===== config.mk =====
export PLATFORM = sky130hd
export DESIGN_NAME = rci_div
export DESIGN_NICKNAME = d
export VERILOG_FILES = /design/src/design/rci_pkg.sv /design/src/design/rci_div.sv
export SDC_FILE = /design/constraint.sdc
export NUM_CORES = 2
export LEC_CHECK = 0
export CAP_MARGIN = 20
export CORE_MARGIN = 5
export CORE_UTILIZATION = 70
export DETAILED_ROUTE_END_ITERATION = 7
export DONT_BUFFER_PORTS = 1
export PLACE_DENSITY = 0.86
export SLEW_MARGIN = 20
export SYNTH_ARGS = -nofsm -noshare
export SYNTH_HDL_FRONTEND = slang
export SYNTH_SLANG_ARGS = --single-unit

===== constraint.sdc =====
create_clock -name i_clk -period 10.9 [get_ports i_clk]
set_input_delay 2.18 -clock i_clk [delete_from_list [all_inputs] [get_ports i_clk]]
set_output_delay 2.18 -clock i_clk [all_outputs]
set_load 0.01 [all_outputs]

===== src/design/rci_pkg.sv =====
package rci_pkg;

    // field and datapath widths
    localparam int CW     = 24;          // coordinate field
    localparam int FW     = CW + 1;      // origin minus centre
    localparam int RW     = 16;          // radius register
    localparam int DISTW  = 20;          // Q12.8 distance
    localparam int AW     = 48;          // a = D.D
    localparam int HW     = 50;          // h = F.D, signed
    localparam int HMW    = 48;          // |h|
    localparam int CDW    = 51;          // c = F.F - r*r, signed
    localparam int CMW    = 49;          // |c|
    localparam int PW     = 96;          // h*h and a*|c|
    localparam int QW     = 98;          // discriminant, even for digit pairs
    localparam int SW     = QW / 2;      // square root width
    localparam int REMW   = SW + 3;      // square root remainder
    localparam int NW     = 51;          // root numerator, signed
    localparam int DNW    = NW - 1 + 8;  // numerator scaled to Q.8
    localparam int TW     = DISTW + 1;   // quotient saturated at 2^20
    localparam int DREMW  = AW + DISTW;  // divider remainder
    localparam int SQ_LAT = SW;          // square root pipeline depth
    localparam int DV_LAT = DISTW + 1;   // divider pipeline depth

    localparam int PAW    = 4;
    localparam int PDW    = 32;

    localparam logic [RW-1:0]    RADIUS_RST   = RW'(5120);
    localparam logic [DISTW-1:0] MIN_DIST_RST = DISTW'(13);
    localparam logic [DISTW-1:0] MAX_DIST_RST = DISTW'(1024000);

    typedef enum logic [1:0] {
        REG_RADIUS   = 2'd0,
        REG_MIN_DIST = 2'd1,
        REG_MAX_DIST = 2'd2
    } t_reg_idx;

    typedef struct packed {
        logic signed [CW-1:0] origin_x;
        logic signed [CW-1:0] origin_z;
        logic signed [CW-1:0] dir_x;
        logic signed [CW-1:0] dir_z;
        logic signed [CW-1:0] center_x;
        logic signed [CW-1:0] center_z;
        logic                 target_live;
    } t_rci_in;

    typedef struct packed {
        logic             hit;
        logic [DISTW-1:0] distance;
    } t_rci_out;

    // travels alongside the square root
    typedef struct packed {
        logic signed [HW-1:0] h;
        logic [AW-1:0]        a;
        logic                 miss;
    } t_sq_side;

    // travels alongside the dividers
    typedef struct packed {
        logic miss;
        logic near_neg;
        logic far_neg;
    } t_dv_side;

endpackage


===== src/design/rci_div.sv =====
module rci_div (
    input  logic                      i_clk,
    input  logic                      i_en,
    input  logic [rci_pkg::DNW-1:0]   i_num,
    input  logic [rci_pkg::AW-1:0]    i_den,
    output logic [rci_pkg::TW-1:0]    o_quot
);
    import rci_pkg::*;

    // quotient saturates at 2^20; below that one bit per stage
    logic [DREMW-1:0] r_rem [0:DISTW];
    logic [AW-1:0]    r_den [0:DISTW];
    logic [DISTW-1:0] r_q   [0:DISTW];
    logic             r_ovf [0:DISTW];

    always_ff @(posedge i_clk) begin
        if (i_en) begin
            r_ovf[0] <= DREMW'(i_num) >= {i_den, {DISTW{1'b0}}};
            r_rem[0] <= DREMW'(i_num);
            r_den[0] <= i_den;
            r_q[0]   <= '0;
        end
    end

    genvar k;
    for (k = 1; k <= DISTW; k++) begin : g_step
        logic [DREMW-1:0] w_trial;
        assign w_trial = DREMW'(r_den[k-1]) << (DISTW - k);

        always_ff @(posedge i_clk) begin
            if (i_en) begin
                r_ovf[k] <= r_ovf[k-1];
                r_den[k] <= r_den[k-1];
                if (r_rem[k-1] >= w_trial) begin
                    r_rem[k] <= r_rem[k-1] - w_trial;
                    r_q[k]   <= r_q[k-1] | (DISTW'(1) << (DISTW - k));
                end else begin
                    r_rem[k] <= r_rem[k-1];
                    r_q[k]   <= r_q[k-1];
                end
            end
        end
    end

    assign o_quot = r_ovf[DISTW] ? {1'b1, {DISTW{1'b0}}} : {1'b0, r_q[DISTW]};

endmodule


==> results.txt <==
Setup TNS: 0 ns
Critical path class: input pin to flop
Initial DRC count: 11192
Grt ovf: 0
Critical R2R Launch: r_rem[2][52]$_DFFE_PP_
Unique masters post-synth: 105
Nets@finish: 15002
Post-CTS Hold Buffers: 0
Crit. End Element: flop
Die width: 469.8 um
Cell count after synthesis: 14050
Outcome: complete, but fails checks
First-pass GRT wire length: 615.1 mm
Reg-to-Reg End: r_rem[3][32]$_DFFE_PP_
Fin util: 0.7605
Worst hold start: r_den[0][11]$_DFFE_PP_
Setup repair bufs after CTS: 0
Share of cells above drive strength 1: 0.05277
Top delay family on crit path: buffers and inverters
Min-Delay Path Depth: 0
Main combinational cell family by area after synthesis: compound AO/OA/AOI/OAI gates
Port bufs: 0
Tot GR Track Use: 0.3503
Simple-Gate Fraction of Synth Area: 0.1204
DPL Wire Length: 290.0 mm
Post-synthesis cell area: 148000 um^2
Die ar.: 220700 um^2
Synth Area in Adders: 0.08620
Most used cell, CP: buf_16
Final RePlAce weighted congestion: 1.072
Non-filler instance count after layout: 16893
DP Worst Slack: 1.980 ns
Fraction of registers with async set or reset after synthesis: 0
Worst ir drop on vdd: 0.2283 mV
Leading area contributor after synthesis: edfxtp_1
Crit-path slowest cell: buf_16
Arrival time at the worst endpoint: 9.16 ns
Leak: 63.38 nW
CTS root buf: clkbuf_16
Num rows: 168
Initial antenna violation count: 11
Max clock buf depth: 4
CTS tree: done
Final period util: 0.7774
Worst Skew: 0.09336 ns
Clock Latency Late Sink: 0.99 ns
Sequential area share after synthesis: 0.5157
Max-Cap Viols: 0
Initial Util: 0.7046
Multi-input gate area: 65170 um^2
Top FF cell, synth: edfxtp_1
DRC viols: 12
Hold Crit Endpoint: r_den[0][59]$_DFFE_PP_
Register Area: 76300 um^2
Worst-path cell chain: buf_16 -> buf_16 -> buf_16 -> buf_16 -> buf_16 -> buf_16 -> buf_16 -> buf_16 -> buf_16 -> nand2b_1 -> nor3_1 -> o2111ai_1 -> a21oi_4 -> buf_12 -> mux2_2
Total Routed Length: 397.4 mm
Post-synthesis compound-gate area fraction: 0.1632
Filler cells: 12512
# clock sinks: 2541
Reg2Reg Setup Slack: 5.22 ns
P&R area growth vs syn: 7.937%
Req. time, crit path: 11.59 ns
Num CTS Buffers: 288
Routed WL per cell: 23.53 um
Via Count: 112011
H-Tree Depth: 5
Fin crit period: 8.473 ns
Post-synthesis xor/xnor area fraction: 0.05996
Fin worst setup slack: 2.427 ns
Largest net degree at the start of global routing: 249
Hold crit path type: flop to flop
Die H: 469.8 um
Critical path fanouts, max: 172
Power per cell area: 276.1 nW/um^2
Ports: 129
Top cell type's share of synthesized area: 0.5157
Final hold vios: 0
Vias per cell: 6.631
Synthesized flop and latch total: 2541
RSZ-0062 raised after global routing: no
Setup violators final: 0
Crit path buffers/inverters: 10
Failing checks: design-rule violations
Avg Cell Area, Syn: 10.53 um^2
Post-synth EDFFs: 2541
Top cells by area, synth: edfxtp_1 (52%), ha_1 (8.4%), a21oi_1 (4.1%)
Worst slew pin tran: 1.337 ns
Max-slew headroom: 0.1087
Post-synth net total: 15166
Drt pass-1 iters: 8
Final slew viol count: 0
Slowest stage delay, CP: 0.57 ns
Placed cells: 16397
Reg2Reg Depth: 13
Multiplexer share of the synthesized area: 0.008794
Crit start category: input pin
Core area: 210000 um^2
Post-cts resize count: 0
Clock transition at path regs: 0.07 ns
Warnings from Yosys: 0
Fmax: 118.0 MHz
Vias in the first global route: 113924
Post-route ant nets: 0
## how the worst max path moves through the flow
stage,from,end,slack [ns],cells past startpoint
2_1_floorplan,i_en,r_q[19][10]$_DFFE_PP_,5.05,4
6_report,i_en,r_rem[11][13]$_DFFE_PP_,2.43,15
4_1_cts,i_en,r_rem[11][13]$_DFFE_PP_,2.90,13
3_3_place_gp,i_en,r_rem[11][13]$_DFFE_PP_,1.72,13
3_5_place_dp,i_en,r_rem[11][13]$_DFFE_PP_,1.98,13
5_1_grt,i_en,r_rem[11][13]$_DFFE_PP_,2.08,15
## sequential cells by signal, indices dropped and copies added, names as in the netlist
| signal | count |
|---|---|
| r_den | 960 |
| r_rem | 1350 |
| r_q | 210 |
| r_ovf | 21 |
## cell usage after synthesis (162+ instances only)
cell / count
edfxtp_1: 2541
a21o_1: 615
ha_1: 989
nand2_1: 1325
nand4_1: 294
a21oi_1: 1208
o21ai_0: 1069
nor2_1: 768
inv_1: 1238
xnor2_1: 590
nor3_1: 220
clkbuf_1: 439
o21bai_1: 162
nand3_1: 229
xor2_1: 423
## cell families (layout without fill, tap and decap cells)
family                     Yosys count  count (layout)
AOI/OAI and AO/OA                 3911            3911
other                                0               9
xor gates and xnor gates          1013            1013
muxes                              117             117
DFF                               2541            2541
adders and majority gates         1008            1008
buffers and inverters             1776            1805
and+or+nand+nor                   3684            3684
## worst register-to-register path: stages (launching register included)
cell and delay (ns):
edfxtp_1 0.40, ha_1 0.45, nand4_1 0.78, nor4b_1 0.59
nand3_1 0.28, nor4_1 0.39, buf_4 0.22, nand2_1 0.14
o21ai_0 0.40, a21o_1 0.19, a21oi_1 0.10, o31ai_4 0.21
buf_4 0.73, mux2_2 0.53
## per-layer routing
metal | vias up | global-route usage | part of all wire
met1 | 52464 | 0.3329 | 0.31
met2 | 6363 | 0.6628 | 0.52
met3 | 2016 | 0.04248 | 0.057
met5 | - | 0 | 0.000028
met4 | 2 | 0.2991 | 0.11
li1 | 51166 | - | -
## report_power, final
part | switching, W | total [W] | leakage, nW | internal [W]
Clock | 0.00381 | 0.00940 | 4.37 | 0.00560
Combinational | 0.0116 | 0.0192 | 34.3 | 0.00756
Sequential | 0.00147 | 0.0155 | 24.7 | 0.0141
## area by class of cell
class                   instances  area share
well taps                    2805     0.02198
diodes                          9   0.0001410
inverters                    1239     0.02912
flip-flops and latches       2541      0.4778
repair buffers                 83    0.006581
clock buffers                 341     0.04717
clock inverters               142    0.009190
multi-input cells            9733      0.4080
## metrics by stage
step	instance area (um^2)	hold slack [ns]	power, W
floorplan	148000	0.4003	0.02898
global placement	150500	0.4002	0.03326
detailed placement	150600	0.4045	0.03397
CTS	159600	0.4056	0.04358
global route	159700	0.4174	0.04639
finish	159700	0.4031	0.04409
## layout by cell type (no fill, tap or decap), types with 131 or more instances in the layout
| cell | n |
|---|---|
| o21ai_0 | 1069 |
| nor2b_1 | 131 |
| nand4_1 | 294 |
| edfxtp_1 | 2541 |
| nand2_1 | 1325 |
| a21o_1 | 615 |
| ha_1 | 989 |
| xor2_1 | 423 |
| xnor2_1 | 590 |
| a21oi_1 | 1207 |
| nand3_1 | 229 |
| nor3_1 | 215 |
| nor2_1 | 767 |
| inv_1 | 1238 |
| o21bai_1 | 162 |
| clkbuf_16 | 294 |
Power figures use the tool's default switching activity.
